### src/sv/bale_pkg.sv
// Shared types and constants for the bounded array list engine.
package bale_pkg;

    // Number of list slots, and the widths that follow from it.
    localparam int CAPACITY = 8;
    localparam int SLOT_W   = (CAPACITY > 1) ? $clog2(CAPACITY) : 1;
    localparam int CNT_W    = $clog2(CAPACITY + 1);

    // Fixed widths of the item fields.
    localparam int OP_W         = 4;
    localparam int DATA_W       = 32;
    localparam int INDEX_W      = 3;
    localparam int STATUS_W     = 3;
    localparam int POS_FIELD_W  = 3;
    localparam int CNT_FIELD_W  = 4;

    // Operation codes; codes above OP_READ leave the list unchanged.
    typedef enum logic [OP_W-1:0] {
        OP_CLEAR      = 4'd0,
        OP_PUSH_FRONT = 4'd1,
        OP_PUSH_BACK  = 4'd2,
        OP_SORTED     = 4'd3,
        OP_POP_FRONT  = 4'd4,
        OP_POP_BACK   = 4'd5,
        OP_DELETE     = 4'd6,
        OP_SEARCH     = 4'd7,
        OP_READ       = 4'd8
    } op_t;

    // Result status codes.
    typedef enum logic [STATUS_W-1:0] {
        ST_OK       = 3'd0,
        ST_FULL     = 3'd1,
        ST_EMPTY    = 3'd2,
        ST_NOTFOUND = 3'd3,
        ST_RANGE    = 3'd4
    } status_t;

    // One input item.
    typedef struct packed {
        logic [OP_W-1:0]          operation;
        logic signed [DATA_W-1:0] value;
        logic [INDEX_W-1:0]       index;
    } req_t;

    // One result item.
    typedef struct packed {
        status_t                  status;
        logic [POS_FIELD_W-1:0]   position;
        logic signed [DATA_W-1:0] entry_value;
        logic [CNT_FIELD_W-1:0]   count;
    } rsp_t;

    // Command broadcast to every cell of the chain.
    typedef struct packed {
        logic                     open_slot;
        logic                     close_slot;
        logic [SLOT_W-1:0]        slot;
        logic signed [DATA_W-1:0] value;
        logic [CNT_W-1:0]         occupied;
    } cell_ctrl_t;

    // Compare flags returned by each cell.
    typedef struct packed {
        logic eq;
        logic gt;
    } cell_flags_t;

endpackage

### src/sv/bale_cell.sv
// One list slot: holds an entry, compares it with the key and shifts with its neighbors.
module bale_cell
    import bale_pkg::*;
(
    input  logic                     clk,
    input  logic [SLOT_W-1:0]        cell_index,
    input  cell_ctrl_t               ctrl,
    input  logic signed [DATA_W-1:0] left_value,
    input  logic signed [DATA_W-1:0] right_value,
    output logic signed [DATA_W-1:0] entry_value,
    output cell_flags_t              flags
);

    logic signed [DATA_W-1:0] entry_reg;
    logic signed [DATA_W-1:0] entry_next;
    logic                     active;

    // A slot takes part in compares only while it lies below the count.
    assign active = (CNT_W'(cell_index) < ctrl.occupied);

    // Compare the held entry with the key of the current item.
    always_comb
    begin
        flags.eq = active && (entry_reg == ctrl.value);
        flags.gt = active && (entry_reg > ctrl.value);
    end

    // Opening a slot moves later entries up; closing one moves them down.
    always_comb
    begin
        entry_next = entry_reg;
        if (ctrl.open_slot)
        begin
            if (cell_index > ctrl.slot)
            begin
                entry_next = left_value;
            end
            else if (cell_index == ctrl.slot)
            begin
                entry_next = ctrl.value;
            end
        end
        else if (ctrl.close_slot)
        begin
            if (cell_index >= ctrl.slot)
            begin
                entry_next = right_value;
            end
        end
    end

    // The entry is payload and needs no reset.
    always_ff @(posedge clk)
    begin
        entry_reg <= entry_next;
    end

    assign entry_value = entry_reg;

endmodule

### src/sv/bounded_array_list_engine_unit.sv
// Top level of the bounded array list engine: control, count and the chain of cells.
//
// The block keeps an ordered list of up to CAPACITY signed 32-bit entries in a
// chain of cells, one entry per cell, and a count of the entries held.
// Request channel (req_valid, req_stall, req): each item carries an operation
// code, a value and an index. Result channel (rsp_valid, rsp_stall, rsp): each
// accepted item yields exactly one result with status, position, entry value
// and the count after the operation.
// The result is registered and presented in the cycle after the item is accepted. All
// cells compare against the key in parallel and shift together, so the block
// takes one item per cycle as long as the result side keeps up.
// The result sits in an output register. While that register is full and the
// receiver holds rsp_stall high, req_stall is raised and the list is frozen;
// a result held under stall does not change.
// Reset clears the count and the result valid flag. The entries themselves are
// not cleared; only slots below the count are ever read out.
module bounded_array_list_engine_unit
    import bale_pkg::*;
(
    input  logic clk,
    input  logic rst_n,
    input  logic req_valid,
    output logic req_stall,
    input  req_t req,
    output logic rsp_valid,
    input  logic rsp_stall,
    output rsp_t rsp
);

    logic [CNT_W-1:0]         count_reg;
    logic [CNT_W-1:0]         count_next;
    logic                     rsp_valid_reg;
    logic                     rsp_valid_next;
    rsp_t                     rsp_reg;
    rsp_t                     rsp_next;
    logic                     accept;
    cell_ctrl_t               ctrl;
    logic signed [DATA_W-1:0] cell_value [CAPACITY];
    cell_flags_t              cell_flags [CAPACITY];
    logic                     match_found;
    logic [SLOT_W-1:0]        match_slot;
    logic                     greater_found;
    logic [SLOT_W-1:0]        greater_slot;
    logic [SLOT_W-1:0]        take_slot;
    logic signed [DATA_W-1:0] take_value;
    logic                     is_full;
    logic                     is_empty;
    logic                     index_beyond;

    // The output register frees up when its result is taken.
    assign req_stall = rsp_valid_reg && rsp_stall;
    assign accept    = req_valid && !req_stall;

    assign is_full      = (count_reg == CNT_W'(CAPACITY));
    assign is_empty     = (count_reg == '0);
    assign index_beyond = ({{CNT_W{1'b0}}, req.index} >= {{INDEX_W{1'b0}}, count_reg});

    // Chain of cells; the end cells see the key and themselves as neighbors.
    genvar gi;
    generate
        for (gi = 0; gi < CAPACITY; gi++)
        begin : g_cell
            logic signed [DATA_W-1:0] left_in;
            logic signed [DATA_W-1:0] right_in;
            if (gi == 0)
            begin : g_first
                assign left_in = ctrl.value;
            end
            else
            begin : g_mid_left
                assign left_in = cell_value[gi-1];
            end
            if (gi == CAPACITY - 1)
            begin : g_last
                assign right_in = cell_value[gi];
            end
            else
            begin : g_mid_right
                assign right_in = cell_value[gi+1];
            end
            bale_cell u_cell (
                .clk         (clk),
                .cell_index  (SLOT_W'(gi)),
                .ctrl        (ctrl),
                .left_value  (left_in),
                .right_value (right_in),
                .entry_value (cell_value[gi]),
                .flags       (cell_flags[gi])
            );
        end
    endgenerate

    // First matching slot and first slot holding a greater entry.
    always_comb
    begin
        match_found   = 1'b0;
        match_slot    = '0;
        greater_found = 1'b0;
        greater_slot  = '0;
        for (int i = CAPACITY - 1; i >= 0; i--)
        begin
            if (cell_flags[i].eq)
            begin
                match_found = 1'b1;
                match_slot  = SLOT_W'(i);
            end
            if (cell_flags[i].gt)
            begin
                greater_found = 1'b1;
                greater_slot  = SLOT_W'(i);
            end
        end
    end

    // Decode the operation into a cell command and a result.
    always_comb
    begin
        ctrl.open_slot  = 1'b0;
        ctrl.close_slot = 1'b0;
        ctrl.slot       = '0;
        ctrl.value      = req.value;
        ctrl.occupied   = count_reg;
        count_next      = count_reg;
        take_slot       = '0;
        rsp_next.status      = ST_OK;
        rsp_next.position    = '0;
        rsp_next.entry_value = '0;
        rsp_next.count       = '0;

        case (req.operation)
            OP_CLEAR:
            begin
                count_next = '0;
            end
            OP_PUSH_FRONT, OP_PUSH_BACK, OP_SORTED:
            begin
                if (is_full)
                begin
                    rsp_next.status = ST_FULL;
                end
                else
                begin
                    if (req.operation == OP_PUSH_FRONT)
                    begin
                        ctrl.slot = '0;
                    end
                    else if (req.operation == OP_PUSH_BACK || !greater_found)
                    begin
                        ctrl.slot = SLOT_W'(count_reg);
                    end
                    else
                    begin
                        ctrl.slot = greater_slot;
                    end
                    ctrl.open_slot    = 1'b1;
                    count_next        = count_reg + CNT_W'(1);
                    rsp_next.position = POS_FIELD_W'(ctrl.slot);
                end
            end
            OP_POP_FRONT, OP_POP_BACK:
            begin
                if (is_empty)
                begin
                    rsp_next.status = ST_EMPTY;
                end
                else
                begin
                    if (req.operation == OP_POP_FRONT)
                    begin
                        ctrl.slot = '0;
                    end
                    else
                    begin
                        ctrl.slot = SLOT_W'(count_reg - CNT_W'(1));
                    end
                    ctrl.close_slot      = 1'b1;
                    take_slot            = ctrl.slot;
                    count_next           = count_reg - CNT_W'(1);
                    rsp_next.position    = POS_FIELD_W'(ctrl.slot);
                    rsp_next.entry_value = take_value;
                end
            end
            OP_DELETE, OP_SEARCH:
            begin
                if (is_empty)
                begin
                    rsp_next.status = ST_EMPTY;
                end
                else if (!match_found)
                begin
                    rsp_next.status = ST_NOTFOUND;
                end
                else
                begin
                    ctrl.slot         = match_slot;
                    take_slot         = match_slot;
                    rsp_next.position = POS_FIELD_W'(match_slot);
                    if (req.operation == OP_DELETE)
                    begin
                        ctrl.close_slot      = 1'b1;
                        count_next           = count_reg - CNT_W'(1);
                        rsp_next.entry_value = take_value;
                    end
                end
            end
            OP_READ:
            begin
                if (index_beyond)
                begin
                    rsp_next.status = ST_RANGE;
                end
                else
                begin
                    take_slot            = SLOT_W'(req.index);
                    rsp_next.position    = POS_FIELD_W'(req.index);
                    rsp_next.entry_value = take_value;
                end
            end
            default:
            begin
                count_next = count_reg;
            end
        endcase

        rsp_next.count = CNT_FIELD_W'(count_next);

        // Nothing moves in the chain unless the item is accepted.
        if (!accept)
        begin
            ctrl.open_slot  = 1'b0;
            ctrl.close_slot = 1'b0;
        end
    end

    // Single read port into the chain for removed or read entries.
    assign take_value = cell_value[take_slot];

    // Result valid flag follows acceptance and delivery.
    always_comb
    begin
        rsp_valid_next = rsp_valid_reg;
        if (accept)
        begin
            rsp_valid_next = 1'b1;
        end
        else if (!rsp_stall)
        begin
            rsp_valid_next = 1'b0;
        end
    end

    // Control state.
    always_ff @(posedge clk or negedge rst_n)
    begin
        if (!rst_n)
        begin
            count_reg     <= '0;
            rsp_valid_reg <= 1'b0;
        end
        else
        begin
            if (accept)
            begin
                count_reg <= count_next;
            end
            rsp_valid_reg <= rsp_valid_next;
        end
    end

    // Result payload register.
    always_ff @(posedge clk)
    begin
        if (accept)
        begin
            rsp_reg <= rsp_next;
        end
    end

    assign rsp_valid = rsp_valid_reg;
    assign rsp       = rsp_reg;

    // The count never passes the number of cells.
    a_count_bound: assert property (@(posedge clk) disable iff (!rst_n)
        count_reg <= CNT_W'(CAPACITY))
        else $error("list count exceeds capacity");

    // An accepted item always leaves a result in the output register.
    a_result_follows: assert property (@(posedge clk) disable iff (!rst_n)
        accept |=> rsp_valid_reg)
        else $error("accepted item produced no result");

    // The reported count is the count now held.
    a_count_reported: assert property (@(posedge clk) disable iff (!rst_n)
        rsp_valid_reg |-> (rsp_reg.count == CNT_FIELD_W'(count_reg)))
        else $error("reported count differs from held count");

    // An insert into a full list reports full and leaves the count alone.
    a_full_insert: assert property (@(posedge clk) disable iff (!rst_n)
        (accept && is_full && (req.operation == OP_PUSH_FRONT
            || req.operation == OP_PUSH_BACK || req.operation == OP_SORTED))
        |=> (rsp_reg.status == ST_FULL && count_reg == CNT_W'(CAPACITY)))
        else $error("insert into full list not rejected");

    // Removal from an empty list reports empty.
    a_empty_pop: assert property (@(posedge clk) disable iff (!rst_n)
        (accept && is_empty && (req.operation == OP_POP_FRONT
            || req.operation == OP_POP_BACK || req.operation == OP_DELETE))
        |=> (rsp_reg.status == ST_EMPTY && count_reg == '0))
        else $error("removal from empty list not rejected");

endmodule
### config.mk
export PLATFORM = sky130hd
export DESIGN_NAME = bounded_array_list_engine_unit
export DESIGN_NICKNAME = d
export VERILOG_FILES = /design/src/sv/bale_pkg.sv /design/src/sv/bale_cell.sv /design/src/sv/bounded_array_list_engine_unit.sv
export SDC_FILE = /design/constraint.sdc
export NUM_CORES = 1
export LEC_CHECK = 0
export BUFFER_PORTS_ARGS = -buffer_cell sky130_fd_sc_hd__buf_2
export CAP_MARGIN = 5
export CORE_MARGIN = 8
export CORE_UTILIZATION = 25
export CTS_CLUSTER_DIAMETER = 50
export DETAILED_ROUTE_END_ITERATION = 16
export HOLD_SLACK_MARGIN = 0.12
export SLEW_MARGIN = 20
export SYNTH_ARGS = -nofsm -noshare
export SYNTH_HDL_FRONTEND = slang
export SYNTH_SLANG_ARGS = --single-unit
### constraint.sdc
create_clock -name clk -period 10.9 [get_ports clk]
set_clock_uncertainty 0.05 [all_clocks]
set_input_delay 0 -clock clk [delete_from_list [all_inputs] [get_ports clk]]
set_output_delay 0 -clock clk [all_outputs]
set_load 0.02 [all_outputs]
==> impl_metrics.env <==
export IMPL_overflow=0
export IMPL_drv_cap=0
export IMPL_min_period_over_period_pct=60.3
export IMPL_critPathArrivalTime_ns=6.75
export IMPL_p_sw_mw=1.43
export IMPL_setup_viol=0
export IMPL_root_buffer="clkbuf_16"
export IMPL_grt_pass1_wl_um=137000
export IMPL_r2r_slack_ns=4.34
export IMPL_combPwrFrac_pct=26.1
export IMPL_clk_latency_ns=0.60
export IMPL_num_rows=113
export IMPL_internal_power_mw=2.53
export IMPL_hp_start="req[28]"
export IMPL_port_buffers=86
export IMPL_synthesis_nets=3051
export IMPL_rsz0062_at_grt="false"
export IMPL_fmax_mhz=152
export IMPL_cts_resized=0
export IMPL_ant_nets=0
export IMPL_synth_edf_count=298
export IMPL_fin_ws_ns=4.33
export IMPL_ys_ff_latch=303
export IMPL_r2r_worst_path_cells=15
export IMPL_clk_path_buf_depth=3
export IMPL_num_vias=22321
export IMPL_cts_tree="yes"
export IMPL_synthCells=2746
export IMPL_antenna_found_initial=5
export IMPL_largest_reg_flops=256
export IMPL_hpwlAfterDp_um=60800
export IMPL_post_cts_buffers=0
export IMPL_synth_cell_type_count=80
export IMPL_leakage_nw=10.9
export IMPL_p_seq_share_pct=37.3
export IMPL_regArea_mm2=0.00907
export IMPL_grt_util_all_layers_pct=16.9
export IMPL_hold_end="g_cell[7].u_cell.entry_value[25]"
export IMPL_critPathLaunchType="primary input"
export IMPL_via_per_inst=5.46
export IMPL_drive_gt1_share_pct=8.66
export IMPL_synth_warnings=0
export IMPL_io_pin_count=87
export IMPL_ir_worst_vdd_mv=0.105
export IMPL_startpoint="req[18]"
export IMPL_firstDrtPassIters=6
export IMPL_wl_per_cell_um=22.5
export IMPL_status="finished, final reports clean"
export IMPL_core_mm2=0.0946
export IMPL_num_fill_cells=9930
export IMPL_worstSetupPathType="in2reg"
export IMPL_grt_max_degree=92
export IMPL_hold_path_class="in2reg"
export IMPL_start_util_pct=25.1
export IMPL_whs_ns=0.289
export IMPL_p_sw_share_pct=36.1
export IMPL_syn_cell_area_mm2=0.0237
export IMPL_timing_rr_start="g_cell[1].u_cell.entry_value[22]"
export IMPL_place_gp_congestion=0.928
export IMPL_routed_wl_um=92000
export IMPL_hold_depth=3
export IMPL_cp_data_required_time_ns=11.07
export IMPL_synth_top_flop_cell="edfxtp_1"
export IMPL_finalHoldViolCount=0
export IMPL_clkTransAtPathRegs_ns=0.06
export IMPL_die_h_um=324
export IMPL_stdcell_count=4085
export IMPL_synth_seq_area_share_pct=38.2
export IMPL_slew_headroom_pct=22.4
export IMPL_cts_buffers=47
export IMPL_dieArea_mm2=0.105
export IMPL_hold_buffers=49
export IMPL_detail_route_iter0_violations=2396
export IMPL_tns_ns=0
export IMPL_maxSlewViolCount=0
export IMPL_drc_errors=0
export IMPL_cellPowerDensity_mw_per_mm2=145
export IMPL_pwr_share_clk_pct=36.6
export IMPL_nets=3088
export IMPL_dp_cells=3949
export IMPL_multi_input_area_mm2=0.0138
export IMPL_critical_path_max_fanout=89
export IMPL_async_flop_share_pct=1.65
export IMPL_worst_pin_slew_ns=1.16
export IMPL_syn_to_final_growth_pct=15.1
export IMPL_place_ws_ns=4.43
export IMPL_die_width_um=324
export IMPL_syn_avg_cell_area_um2=8.64
export IMPL_layout_min_cycle_time_ns=6.57
export IMPL_worstReg2RegEnd="g_cell[4].u_cell.entry_value[28]"
export IMPL_end_kind="flop"
export IMPL_cts_sinks=303
export IMPL_cts_max_level=2
export IMPL_power_mw=3.96
export IMPL_grt_pass1_vias=20975
==> stage by stage <==
step           instance area (um^2)  utilization [%]
4_1_cts                       27300             28.8
3_3_place_gp                  25300             26.8
5_1_grt                       27300             28.9
2_1_floorplan                 23700                -
6_report                      27300             28.9
3_5_place_dp                  25300             26.8
==> kinds of logic (layout without fill, tap and decap cells) <==
group | count (synthesis) | count (layout) | share of synthesized area [%]
compound gates | 660 | 660 | 16.2
xor+xnor | 2 | 2 | 0.105
fa+ha+maj | 262 | 262 | 13.8
buf+inv | 239 | 312 | 4.34
flops | 303 | 303 | 38.2
mux | 100 | 100 | 4.42
other cells | 0 | 1 | 0
simple gates | 1180 | 1180 | 22.9
==> worst max-delay path by stage <==
stage                                  endpoint  slack, ns  cells after the start
2_1_floorplan   g_cell[0].u_cell.entry_value[0]       4.74                     14
3_3_place_gp    g_cell[6].u_cell.entry_value[9]       4.22                     14
3_5_place_dp    g_cell[6].u_cell.entry_value[4]       4.43                     15
4_1_cts         g_cell[6].u_cell.entry_value[2]       4.39                     15
5_1_grt         g_cell[6].u_cell.entry_value[6]       4.01                     15
6_report       g_cell[4].u_cell.entry_value[28]       4.33                     18
==> layout make-up <==
cell class / instances / share of cell area [%]
diodes: 1 / 0.00916
clock buffers: 53 / 4.39
clock inverters: 32 / 0.921
inverters: 59 / 0.829
multi-input cells: 2204 / 50.4
flip-flops and latches: 303 / 33.2
well taps: 1265 / 5.79
repair buffers: 168 / 4.42
==> power groups by stage <==
stage	Clock (mW)	Combinational (mW)	Sequential, mW
2_1_floorplan	0	0.661	1.47
3_3_place_gp	0	0.980	1.50
3_5_place_dp	0	0.988	1.50
4_1_cts	1.48	1.01	1.47
5_1_grt	1.51	1.12	1.49
6_report	1.45	1.03	1.48
==> routing by layer <==
layer  up-vias  wire length [um]  global-route usage [%]  share of wire, %
met4         6              3300                    6.18               3.6
li1      10300                 -                       -                 -
met5         -                40                       0             0.043
met3       191              8490                    2.81               9.2
met2      1162             41100                    26.4                45
met1     10662             39100                    23.3                43
==> synthesized netlist by cell type (all sizes together), types with 3 or more instances <==
library cell	n	share of area, %
edfxtp	298	38
nand2b	12	0.32
a21o	25	0.80
a221oi	12	0.44
dfrtp	5	0.53
clkbuf	120	1.9
or4	6	0.22
o211a	3	0.13
o22ai	3	0.079
o31ai	4	0.13
nand3b	3	0.095
nand2	524	8.3
inv	59	0.93
and4	5	0.18
a211oi	6	0.19
o211ai	13	0.41
buf	60	1.5
a21oi	277	5.9
nor3	18	0.43
and2	5	0.14
o21ai	211	4.5
o221ai	3	0.14
nand4	81	2.2
and3	34	0.90
o21bai	4	0.13
or2	4	0.11
mux2i	64	2.7
a221o	4	0.17
a21boi	3	0.095
nand3	283	6.0
nor4	11	0.29
nor2	135	2.1
nor2b	16	0.42
o2111ai	33	1.2
or3	36	0.95
a2111oi	4	0.18
mux2	36	1.7
ha	262	14
a31oi	40	1.1
==> critical path, cell delays in order <==
cell	delay [ns]
dlygate4sd3_1	0.63
buf_2	0.22
inv_1	0.20
ha_1	0.42
nand4_1	0.24
or4_1	0.69
nor3_1	0.35
nor3_1	0.07
and3_1	0.19
nor2_1	0.15
and4b_1	0.27
o21ai_1	0.12
a31oi_4	0.20
buf_4	0.66
buf_4	0.86
a21oi_1	0.17
nor2_4	0.62
buf_4	0.49
==> cell usage in the layout, fill, tap and decap left out, drive strengths merged, types with 4 or more instances in the layout <==
cell,n
dlygate4sd3,49
a21o,25
nor3,18
clkinv,16
inv,71
o31ai,4
a21oi,277
clkbuf,53
o21bai,4
mux2i,64
nand2b,12
nor2b,16
mux2,36
or3,36
and4,5
a221o,4
o211ai,13
nor2,135
o2111ai,33
nand3,283
a2111oi,4
edfxtp,298
nand4,81
a221oi,12
ha,262
or4,6
and3,34
dfrtp,5
and2,5
or2,4
a31oi,40
buf,119
o21ai,211
nand2,524
a211oi,6
nor4,11
Note: power is estimated with default switching activity, not from simulation.
